### src/design/fqc_pkg.sv
package fqc_pkg;

  // store geometry
  localparam int DEPTH = 16;
  localparam int WIDTH = 32;
  localparam int IDX_W = $clog2(DEPTH);
  localparam int CNT_W = $clog2(DEPTH + 1);

  // port field widths
  localparam int CMD_W   = 2;
  localparam int VAL_W   = 32;
  localparam int PLC_W   = 5;
  localparam int COUNT_W = 5;

  // stream packing
  localparam int S_FIELDS_W = VAL_W + PLC_W;
  localparam int S_DATA_W   = ((S_FIELDS_W + 7) / 8) * 8;
  localparam int M_FIELDS_W = 3 * VAL_W + 3 + COUNT_W + 1;
  localparam int M_DATA_W   = ((M_FIELDS_W + 7) / 8) * 8;
  localparam int M_PAD_W    = M_DATA_W - M_FIELDS_W;

  typedef logic [IDX_W-1:0] idx_t;
  typedef logic [CNT_W-1:0] cnt_t;
  typedef logic [CNT_W:0]   sum_t;
  typedef logic [WIDTH-1:0] elem_t;
  typedef logic [VAL_W-1:0] val_t;

  localparam idx_t LAST_IDX = idx_t'(DEPTH - 1);
  localparam cnt_t FULL_CNT = cnt_t'(DEPTH);

  typedef enum logic [CMD_W-1:0] {
    CMD_ENQ   = 2'd0,
    CMD_DEQ   = 2'd1,
    CMD_JUMP  = 2'd2,
    CMD_QUERY = 2'd3
  } cmd_t;

  // classified operation handed from front to back
  typedef struct packed {
    cmd_t  cmd;
    elem_t value;
    cnt_t  places;
  } op_t;

  function automatic idx_t ring_next(idx_t i);
    return (i == LAST_IDX) ? '0 : i + idx_t'(1);
  endfunction

endpackage

### src/design/fifo_queue_with_cursor.sv
// bounded fifo of 16 words with a read cursor, driven by a command stream
// input channel s_*: one item per command (enqueue, dequeue, cursor jump, query)
//   s_tuser carries the command code, s_tdata the enqueue value and jump distance
// output channel m_*: exactly one item per command, describing the queue after it:
//   head, tail and cursor elements with their valid flags, entry count and overflow
// front end decodes commands and saturates jump distances, a two-entry command
//   queue decouples it from the back end, which owns the pointers and the store
// path: an accepted command is registered in the command queue, then executed, with the
//   store read, into the output register that drives m_tvalid
// throughput: one command per cycle while m_tready is high, set by the single back end
//   execute stage, which updates pointers and reads head and cursor from the store together
// a full store drops the enqueue and reports overflow; jumps past the tail kill
//   the cursor until the next enqueue into an empty queue
// reset (rst, synchronous) empties the queue and kills the cursor; store contents
//   are left as they are and never reach the output before being written
// when m_tready is low the result is held in the output register; the back end
//   stops, the command queue fills and then s_tready drops
module fifo_queue_with_cursor (
  input  logic                         clk,
  input  logic                         rst,
  input  logic                         s_tvalid,
  output logic                         s_tready,
  // value [31:0], places [36:32], zero pad above
  input  logic [fqc_pkg::S_DATA_W-1:0] s_tdata,
  // cmd [1:0]
  input  logic [fqc_pkg::CMD_W-1:0]    s_tuser,
  output logic                         m_tvalid,
  input  logic                         m_tready,
  // head_value [31:0], head_valid [32], tail_value [64:33], tail_valid [65],
  // cursor_value [97:66], cursor_valid [98], entry_count [103:99],
  // overflow [104], zero pad above
  output logic [fqc_pkg::M_DATA_W-1:0] m_tdata
);

  // front to queue
  logic         fr_valid;
  logic         fr_ready;
  fqc_pkg::op_t fr_op;

  // queue to back
  logic         bk_valid;
  logic         bk_ready;
  fqc_pkg::op_t bk_op;

  // command decode and jump saturation
  fqc_front u_front (
    .s_tvalid (s_tvalid),
    .s_tready (s_tready),
    .s_tdata  (s_tdata),
    .s_tuser  (s_tuser),
    .op_valid (fr_valid),
    .op_ready (fr_ready),
    .op       (fr_op)
  );

  // decoupling queue between decode and execute
  fqc_queue u_queue (
    .clk       (clk),
    .rst       (rst),
    .in_valid  (fr_valid),
    .in_ready  (fr_ready),
    .in_op     (fr_op),
    .out_valid (bk_valid),
    .out_ready (bk_ready),
    .out_op    (bk_op)
  );

  // pointer state, element store and result register
  fqc_back u_back (
    .clk      (clk),
    .rst      (rst),
    .op_valid (bk_valid),
    .op_ready (bk_ready),
    .op       (bk_op),
    .m_tvalid (m_tvalid),
    .m_tready (m_tready),
    .m_tdata  (m_tdata)
  );

endmodule

### src/design/fqc_front.sv
module fqc_front (
  input  logic                         s_tvalid,
  output logic                         s_tready,
  input  logic [fqc_pkg::S_DATA_W-1:0] s_tdata,
  input  logic [fqc_pkg::CMD_W-1:0]    s_tuser,
  output logic                         op_valid,
  input  logic                         op_ready,
  output fqc_pkg::op_t                 op
);

  logic [fqc_pkg::PLC_W-1:0] places_in;

  assign places_in = s_tdata[fqc_pkg::VAL_W +: fqc_pkg::PLC_W];

  // decode and saturate the jump distance at the store depth
  always_comb begin
    op.cmd   = fqc_pkg::cmd_t'(s_tuser);
    op.value = fqc_pkg::elem_t'(s_tdata[fqc_pkg::VAL_W-1:0]);
    if (32'(places_in) > 32'(fqc_pkg::DEPTH)) begin
      op.places = fqc_pkg::FULL_CNT;
    end else begin
      op.places = fqc_pkg::cnt_t'(places_in);
    end
  end

  assign op_valid = s_tvalid;
  assign s_tready = op_ready;

endmodule

### src/design/fqc_queue.sv
module fqc_queue (
  input  logic         clk,
  input  logic         rst,
  input  logic         in_valid,
  output logic         in_ready,
  input  fqc_pkg::op_t in_op,
  output logic         out_valid,
  input  logic         out_ready,
  output fqc_pkg::op_t out_op
);

  fqc_pkg::op_t slots [2];
  logic         wr_ptr;
  logic         rd_ptr;
  logic [1:0]   fill;
  logic         push;
  logic         pop;

  assign in_ready  = (fill != 2'd2);
  assign out_valid = (fill != 2'd0);
  assign out_op    = slots[rd_ptr];
  assign push      = in_valid && in_ready;
  assign pop       = out_valid && out_ready;

  always_ff @(posedge clk) begin
    if (push) begin
      slots[wr_ptr] <= in_op;
    end
  end

  always_ff @(posedge clk) begin
    if (rst) begin
      wr_ptr <= 1'b0;
      rd_ptr <= 1'b0;
      fill   <= 2'd0;
    end else begin
      if (push) begin
        wr_ptr <= ~wr_ptr;
      end
      if (pop) begin
        rd_ptr <= ~rd_ptr;
      end
      if (push && !pop) begin
        fill <= fill + 2'd1;
      end else if (pop && !push) begin
        fill <= fill - 2'd1;
      end
    end
  end

`ifndef NO_ASSERTIONS
  a_fill_range: assert property (@(posedge clk) disable iff (rst)
    fill != 2'd3) else $error("queue fill out of range");
  a_ptr_gap: assert property (@(posedge clk) disable iff (rst)
    (fill == 2'd1) |-> (wr_ptr != rd_ptr)) else $error("queue pointers disagree with fill");
  a_full_ptrs: assert property (@(posedge clk) disable iff (rst)
    (fill != 2'd1) |-> (wr_ptr == rd_ptr)) else $error("queue pointers disagree with fill");
`endif

endmodule

### src/design/fqc_back.sv
module fqc_back (
  input  logic                         clk,
  input  logic                         rst,
  input  logic                         op_valid,
  output logic                         op_ready,
  input  fqc_pkg::op_t                 op,
  output logic                         m_tvalid,
  input  logic                         m_tready,
  output logic [fqc_pkg::M_DATA_W-1:0] m_tdata
);

  fqc_pkg::elem_t mem [fqc_pkg::DEPTH];

  fqc_pkg::idx_t  head;
  fqc_pkg::idx_t  tail;
  fqc_pkg::cnt_t  count;
  fqc_pkg::idx_t  cur;
  logic           live;
  fqc_pkg::elem_t last_value;

  fqc_pkg::idx_t  head_next;
  fqc_pkg::idx_t  tail_next;
  fqc_pkg::cnt_t  count_next;
  fqc_pkg::idx_t  cur_next;
  logic           live_next;
  fqc_pkg::elem_t last_value_next;
  logic           dropped;
  logic           wr_en;
  fqc_pkg::sum_t  offset;
  fqc_pkg::sum_t  jump_sum;
  fqc_pkg::sum_t  cur_sum;

  // result register
  logic           res_valid;
  fqc_pkg::elem_t rd_head;
  fqc_pkg::elem_t rd_cur;
  fqc_pkg::elem_t res_tail;
  logic           res_any;
  logic           res_live;
  fqc_pkg::cnt_t  res_count;
  logic           res_ovf;

  logic           step;

  assign op_ready = !res_valid || m_tready;
  assign step     = op_valid && op_ready;

  always_comb begin
    head_next       = head;
    tail_next       = tail;
    count_next      = count;
    cur_next        = cur;
    live_next       = live;
    last_value_next = last_value;
    dropped         = 1'b0;
    wr_en           = 1'b0;
    offset          = '0;
    jump_sum        = '0;
    cur_sum         = '0;
    if (step) begin
      unique case (op.cmd)
        fqc_pkg::CMD_ENQ: begin
          if (count == fqc_pkg::FULL_CNT) begin
            dropped = 1'b1;
          end else begin
            wr_en           = 1'b1;
            last_value_next = op.value;
            if (count == '0) begin
              head_next = tail;
              cur_next  = tail;
              live_next = 1'b1;
            end
            tail_next  = fqc_pkg::ring_next(tail);
            count_next = count + fqc_pkg::cnt_t'(1);
          end
        end
        fqc_pkg::CMD_DEQ: begin
          if (count != '0) begin
            head_next  = fqc_pkg::ring_next(head);
            count_next = count - fqc_pkg::cnt_t'(1);
            // cursor sitting on the head follows it, or dies with the last element
            if (live && cur == head) begin
              if (count == fqc_pkg::cnt_t'(1)) begin
                live_next = 1'b0;
              end else begin
                cur_next = fqc_pkg::ring_next(head);
              end
            end
          end
        end
        fqc_pkg::CMD_JUMP: begin
          if (live && op.places != '0) begin
            if (cur >= head) begin
              offset = fqc_pkg::sum_t'(cur) - fqc_pkg::sum_t'(head);
            end else begin
              offset = fqc_pkg::sum_t'(cur) + fqc_pkg::sum_t'(fqc_pkg::DEPTH)
                       - fqc_pkg::sum_t'(head);
            end
            jump_sum = offset + fqc_pkg::sum_t'(op.places);
            cur_sum  = fqc_pkg::sum_t'(cur) + fqc_pkg::sum_t'(op.places);
            if (jump_sum < fqc_pkg::sum_t'(count)) begin
              if (cur_sum >= fqc_pkg::sum_t'(fqc_pkg::DEPTH)) begin
                cur_next = fqc_pkg::idx_t'(cur_sum - fqc_pkg::sum_t'(fqc_pkg::DEPTH));
              end else begin
                cur_next = fqc_pkg::idx_t'(cur_sum);
              end
            end else begin
              live_next = 1'b0;
            end
          end
        end
        fqc_pkg::CMD_QUERY: begin
        end
      endcase
    end
  end

  // store with write-first reads at the updated head and cursor
  always_ff @(posedge clk) begin
    if (wr_en) begin
      mem[tail] <= op.value;
    end
    if (step) begin
      rd_head    <= (wr_en && tail == head_next) ? op.value : mem[head_next];
      rd_cur     <= (wr_en && tail == cur_next) ? op.value : mem[cur_next];
      res_tail   <= (count_next != '0) ? last_value_next : '0;
      res_any    <= (count_next != '0);
      res_live   <= live_next;
      res_count  <= count_next;
      res_ovf    <= dropped;
      last_value <= last_value_next;
    end
  end

  always_ff @(posedge clk) begin
    if (rst) begin
      head      <= '0;
      tail      <= '0;
      count     <= '0;
      cur       <= '0;
      live      <= 1'b0;
      res_valid <= 1'b0;
    end else begin
      head  <= head_next;
      tail  <= tail_next;
      count <= count_next;
      cur   <= cur_next;
      live  <= live_next;
      if (step) begin
        res_valid <= 1'b1;
      end else if (m_tready) begin
        res_valid <= 1'b0;
      end
    end
  end

  assign m_tvalid = res_valid;
  assign m_tdata  = {
    {fqc_pkg::M_PAD_W{1'b0}},
    res_ovf,
    fqc_pkg::COUNT_W'(res_count),
    res_live,
    res_live ? fqc_pkg::val_t'(rd_cur) : '0,
    res_any,
    fqc_pkg::val_t'(res_tail),
    res_any,
    res_any ? fqc_pkg::val_t'(rd_head) : '0
  };

`ifndef NO_ASSERTIONS
  a_count_bound: assert property (@(posedge clk) disable iff (rst)
    count <= fqc_pkg::FULL_CNT) else $error("held count above depth");
  a_live_nonempty: assert property (@(posedge clk) disable iff (rst)
    live |-> (count != '0)) else $error("live cursor on empty store");
  a_ovf_full: assert property (@(posedge clk) disable iff (rst)
    (res_valid && res_ovf) |-> (res_count == fqc_pkg::FULL_CNT))
    else $error("overflow flagged below full");
  a_query_still: assert property (@(posedge clk) disable iff (rst)
    (step && op.cmd == fqc_pkg::CMD_QUERY) |=>
      ($stable(head) && $stable(tail) && $stable(count) && $stable(cur) && $stable(live)))
    else $error("query changed queue state");
`endif

endmodule

### config.mk
export PLATFORM = sky130hd
export DESIGN_NAME = fifo_queue_with_cursor
export DESIGN_NICKNAME = d
export VERILOG_FILES = /design/src/design/fqc_pkg.sv /design/src/design/fifo_queue_with_cursor.sv /design/src/design/fqc_front.sv /design/src/design/fqc_queue.sv /design/src/design/fqc_back.sv
export SDC_FILE = /design/constraint.sdc
export NUM_CORES = 1
export LEC_CHECK = 0
export BUFFER_PORTS_ARGS = -buffer_cell sky130_fd_sc_hd__buf_2
export CORE_MARGIN = 2
export CORE_UTILIZATION = 50
export CTS_CLUSTER_DIAMETER = 40
export CTS_CLUSTER_SIZE = 30
export DETAILED_ROUTE_END_ITERATION = 12
export MAX_ROUTING_LAYER = met4
export PLACE_DENSITY = 0.77
export SYNTH_ARGS = -nofsm -noshare
export SYNTH_HDL_FRONTEND = slang
export SYNTH_HIERARCHICAL = 1
export SYNTH_SLANG_ARGS = --single-unit
export TNS_END_PERCENT = 5
### constraint.sdc
create_clock -name clk -period 8.15 [get_ports clk]
set_input_delay 0.815 -clock clk [delete_from_list [all_inputs] [get_ports clk]]
set_output_delay 0.815 -clock clk [all_outputs]
set_load 0.005 [all_outputs]
## Yosys cells after proc, flatten, opt, wreduce, memory -nomap -nowiden

Memories as Yosys holds them, arrays and structs flattened. A register that Yosys moved wholly into a read port is not among the register bits.
Cells that the tools add are included.
Widths: inputs -> output; s select.

- Register bits after elaboration: 95
- Bits in latches: 0
- Memory bits (writable): 590
- ROM bits: 0
- Input bits: 46
- Output and inout port bits: 114
- Logic and storage cells: 116
- Memories kept: 2

Memory list:

| memory | words | width | rd ports | clocked after Yosys merged registers in | write ports | line | source |
|---|---|---|---|---|---|---|---|
| u_back.mem | 16 | 32 | 2 | 2 | 1 | fqc_back.sv:12 | `fqc_pkg::elem_t mem [fqc_pkg::DEPTH];` |
| u_queue.slots | 2 | 39 | 1 | 1 | 1 | fqc_queue.sv:12 | `fqc_pkg::op_t slots [2];` |

- $add $sub $neg: 12
- Multipliers: 0
- Divide/modulo/power cells: 0
- Order comparisons: 4
- Eq/ne operators: 8
- Shift-type cells: 0
- Multiplexer cells: 53
- Bitwise operators: 3
- Reductions and logical operators: 19

Operators by type and width:

| operator | number |
|---|---|
| $mux 32 | 4 |
| $mux 4 | 15 |
| $mux 6 | 4 |
| $mux 1 | 20 |
| $mux 5 | 4 |
| $reduce_bool 5->1 | 3 |
| $pmux 4 s3 | 1 |
| $pmux 5 s2 | 1 |
| $add 4x1->4 const B | 2 |
| $eq 4x4->1 const B | 2 |
| $pmux 4 s2 | 1 |
| $add 4x5->6 | 1 |
| $add 4x5->6 const B | 1 |
| $add 6x5->6 | 1 |
| $ge 6x5->1 const B | 1 |
| $logic_and 1x1->1 | 6 |
| $lt 6x5->1 | 1 |
| $reduce_bool 2->1 | 3 |
| $sub 6x4->6 | 1 |
| $add 5x1->5 const B | 1 |
| $eq 5x1->1 const B | 1 |
| $eq 5x5->1 const B | 1 |
| $gt 5x5->1 const B | 1 |
| $logic_not 5->1 | 1 |
| other kinds (17) | 22 |

## Depth between registers and ports, before layout

- Depth after elaboration: 12
- Depth in mapped cells: 23
- Gate-level depth less buffers: 19

## Cells and area by module

The synthesis kept the hierarchy.

Modules (own cells, without submodules):

| module | times used | cells each | area each (um2) | seq. area each (um2) |
|---|---|---|---|---|
| fqc_back | 1 | 2517 | 34217.8 | 19839.0 |
| fqc_queue | 1 | 145 | 3032.9 | 2442.3 |
| fqc_front | 1 | 41 | 299.0 | 0.0 |

## Worst setup path after synthesis

Ideal clock, no wire load.

- Kind: input to register
- Start: input m_tready
- End: register u_back.rd_cur[0] (read register of u_back.mem) (data pin)
- Data arrival time: 6.285 ns
- Path slack: 1.605 ns
- Stages on the path: 11
- Cell sequence: nand2b_1 > nand2_1 > inv_1 > nand2_1 > or3_1 > o221ai_2 > buf_2 > clkbuf_1 > a2111oi_0 > or4_1 > mux2_2

- Longest elaborated chain between the ends: 3

Ends and longest elaborated chain:

| what | line | source |
|---|---|---|
| from (decl) | fifo_queue_with_cursor.sv:28 | `input logic m_tready,` |
| $logic_or 1x1->1 (*) | fqc_back.sv:45 | `assign op_ready = !res_valid \|\| m_tready;` |
| $logic_and 1x1->1 (*) | fqc_back.sv:46 | `assign step = op_valid && op_ready;` |
| net u_back.step | fqc_back.sv:43 | `logic step;` |
| $mux 4 | fqc_back.sv:60 | `if (step) begin` |
| to (decl) | fqc_back.sv:36 | `fqc_pkg::elem_t rd_cur;` |

Mark *: on every way through the listed nets, which the timed path passes. The rest lies on a longest branch.
A chain may end at the register's enable or synchronous reset.

## Worst setup path after layout

- Start: register u_back.head[0]
- End: register u_back.rd_cur[15] (read register of u_back.mem) (data pin)

- Longest elaborated chain between the ends: 11

Ends and longest elaborated chain:

| what | line | source |
|---|---|---|
| from (decl) | fqc_back.sv:14 | `fqc_pkg::idx_t head;` |
| from (signal assigned) | fqc_back.sv:144 | `head <= head_next;` |
| $sub 6x4->6 (tied with other cells) | fqc_back.sv:97 | `- fqc_pkg::sum_t'(head);` |
| $mux 6 | fqc_back.sv:93 | `if (cur >= head) begin` |
| $mux 6 | fqc_back.sv:92 | `if (live && op.places != '0) begin` |
| $mux 6 | fqc_back.sv:61 | `unique case (op.cmd)` |
| $mux 6 | fqc_back.sv:60 |  |
| $add 6x5->6 | fqc_back.sv:99 | `jump_sum = offset + fqc_pkg::sum_t'(op.places);` |
| $lt 6x5->1 | fqc_back.sv:101 | `if (jump_sum < fqc_pkg::sum_t'(count)) begin` |
| $mux 4 | fqc_back.sv:101 |  |
| $mux 4 | fqc_back.sv:92 |  |
| $pmux 4 s3 (*) | fqc_back.sv:61 |  |
| $mux 4 (*) | fqc_back.sv:60 |  |

Every way passes the cells marked *; elsewhere a longest branch is shown, timed or not. The select of a mux whose other input is x is not followed.

==> flow_metrics.env <==
export IMPL_status="finished, final reports clean"
export IMPL_relSlewSlack_pct=23.3
export IMPL_fp_row_count=100
export IMPL_path_class="reg -> reg"
export IMPL_seqPwrFrac_pct=29.4
export IMPL_powerDensity_nw_per_um2=446
export IMPL_antenna_found_initial=1
export IMPL_grt_pass1_wl_um=150000
export IMPL_switching_share_pct=39.8
export IMPL_n_antenna_cell=0
export IMPL_synth_flop_cell="edfxtp_1"
export IMPL_postCtsSetupBuffers=0
export IMPL_min_path_type="in -> reg"
export IMPL_rsz0062_at_grt="no"
export IMPL_path_common_cell="ha_1"
export IMPL_vias=24500
export IMPL_cts_max_path_buffers=3
export IMPL_cpPeakStageDelay_ns=0.99
export IMPL_async_flop_share_pct=0
export IMPL_cp_arrival_ns=7.59
export IMPL_clockRootBuffer="clkbuf_16"
export IMPL_yosysMostFrequentCell="edfxtp_1"
export IMPL_crit_slowest_cell="and3_4"
export IMPL_tightest_slew_ns=1.15
export IMPL_drt_initial_drc_count=2710
export IMPL_intPower_mw=11.3
export IMPL_setup_tns_ns=0
export IMPL_ys_warn_count=6
export IMPL_die_x_um=278
export IMPL_drive_above_1_share_pct=20.1
export IMPL_setup_slack_ns=0.939
export IMPL_post_route_period_util_pct=88.5
export IMPL_drv_slew=0
export IMPL_initial_core_util_pct=50.4
export IMPL_synth_edf_count=726
export IMPL_crit_family="simple AND/OR/NAND/NOR gates"
export IMPL_io_pins=160
export IMPL_setup_viol_count_final=0
export IMPL_end_kind="flop"
export IMPL_wl_um=101000
export IMPL_cp_cell_sequence="ha_1 > inv_1 > fa_1 > xor2_1 > nor4_1 > ha_1 > xnor2_1 > ha_1 > a2111oi_0 > nor3_1 > or4_4 > and3_4 > buf_4 > mux2i_1 > a2111oi_0 > or4_1 > mux2_2"
export IMPL_r2r_slack_ns=0.94
export IMPL_portBuffers=149
export IMPL_grt_total_usage_pct=26.3
export IMPL_finClkSkew_ns=0.0293
export IMPL_clkPwrFrac_pct=22.7
export IMPL_via_per_inst=6.47
export IMPL_critPathLaunchType="flop"
export IMPL_grt_max_degree=154
export IMPL_grt_overflow_total=0
export IMPL_place_ws_ns=1.20
export IMPL_wl_per_cell_um=26.6
export IMPL_yosysUniqueCellTypes=60
export IMPL_required_ns=8.53
export IMPL_ctsResizeCount=0
export IMPL_cp_max_fo=61
export IMPL_hold_buffers=0
export IMPL_holdWs_ns=0.348
export IMPL_hold_violations=0
export IMPL_yosys_area_top_type="edfxtp_1"
export IMPL_drc=0
export IMPL_grt_pass1_vias=25400
export IMPL_dieArea_um2=77300
export IMPL_final_nets=2817
export IMPL_ys_seq_elements=750
export IMPL_cellLeakagePower_nw=14.9
export IMPL_syn_area_um2=37500
export IMPL_drt_antenna_violating_nets=0
export IMPL_ir_worst_vdd_mv=0.409
export IMPL_path_clk_slew_ns=0.07
export IMPL_fin_crit_ns=7.21
export IMPL_p_total_mw=18.9
export IMPL_synth_area_top_cells="edfxtp_1, mux2i_1, mux2_2, a2111oi_0, a31oi_1"
export IMPL_yosysTopAreaCellShare_pct=58.1
export IMPL_clock_latency_ns=0.65
export IMPL_syn_avg_cell_area_um2=13.9
export IMPL_die_h_um=278
export IMPL_clock_sinks=750
export IMPL_cap_violations=0
export IMPL_max_freq_mhz=139
export IMPL_cts_buffers=94
export IMPL_dp_final_hpwl_um=54200
export IMPL_core_um2=74400
export IMPL_gp_congestion=0.832
export IMPL_seq_area_frac_synth_pct=59.3
export IMPL_yosys_top_cells_count="edfxtp_1, mux2i_1, inv_1, mux2_2, clkbuf_1"
export IMPL_syn2layout_area_growth_pct=12.5
export IMPL_switchingPower_mw=7.51
export IMPL_cts_max_level=3
export IMPL_p_comb_share_pct=47.9
export IMPL_cts_tree="done"
export IMPL_crit_buf_inv=2
export IMPL_dr_pass1_iters=5
export IMPL_syn_inst=2703
-- layout make-up --
class	count	area [um2]
clock buffer	101	2380
timing repair buffer	200	1250
tap	969	1210
clock inverter	74	870
sequential	750	22300
fill	5613	32200
inverter	159	602
multi-input combinational	1538	13600
-- kinds of logic (layout without fill, tap and decap cells) --
| family | count (synthesis) | after routing | synth area share (%) |
|---|---|---|---|
| AO/OA/AOI/OAI | 467 | 467 | 9.56 |
| XOR/XNOR | 24 | 24 | 0.560 |
| adder cells (fa/ha/maj) | 28 | 28 | 0.993 |
| buffers and inverters | 421 | 534 | 5.08 |
| flip-flops | 750 | 750 | 59.3 |
| multiplexers | 748 | 748 | 20.4 |
| other | 1 | 7 | 0.00999 |
| AND/OR/NAND/NOR | 264 | 264 | 4.06 |
-- through the flow --
stage | std cells | area (um2) | util, %
6_report | 3791 | 42200 | 56.7
3_3_place_gp | 3615 | 39000 | 52.3
4_1_cts | 3790 | 42200 | 56.7
2_1_floorplan | 2709 | 37600 | -
5_1_grt | 3791 | 42200 | 56.7
3_5_place_dp | 3615 | 39000 | 52.3
-- power by group through the flow --
stage               Combinational (mW)  Clock, mW  Sequential (mW)
CTS                               8.87       4.32             5.55
global route                      9.56       4.48             5.60
finish                            9.03       4.27             5.55
global placement                  8.56          0             5.61
detailed placement                8.81          0             5.62
floorplan                         6.28          0             5.56
-- cell usage in the layout, fill, tap and decap left out, types with 25 or more instances in the layout --
cell type	Yosys	routed
edfxtp_1	726	726
a2111oi_0	129	129
inv_1	159	156
buf_2	31	149
ha_1	25	25
and2_1	96	96
a211oi_2	32	32
mux2_2	135	135
or4_1	33	32
nor2_1	39	27
a31oi_1	131	130
clkbuf_16	0	94
mux2i_1	612	612
a211oi_1	98	98
nand2_1	30	30
buf_4	51	42
-- final timing paths --
| path | start | depth (start not counted) | endpoint |
|---|---|---|---|
| min reg2reg | u_queue/rd_ptr | 2 | flop |
| max | u_back/head[0] | 17 | u_back/rd_cur[15] |
| max reg2reg | u_back/head[0] | 17 | u_back/rd_cur[15] |
| min | s_tdata[28] | 1 | u_queue/slots[0][33] |
-- layer usage --
layer | global-route usage, % | vias to the layer above | share of wire, %
met3 | 4.84 | 287 | 8.8
met4 | 10.9 | 0 | 3.9
li1 | - | 10600 | -
met5 | - | - | 0
met1 | 32.9 | 12300 | 39
met2 | 42.2 | 1314 | 48
-- sequential cells by signal, indices dropped and copies added (netlist names), 2 cells and up, named ones only --
signal,flops
u_back/res_count,5
u_back/last_value,32
u_back/count,5
u_queue/slots,78
u_back/res_tail,32
u_back/rd_cur,32
u_back/tail,4
u_back/cur,4
u_back/head,4
u_back/rd_head,32
u_back/mem,512
u_queue/fill,2
No activity file was read; power rests on OpenSTA's default activity.
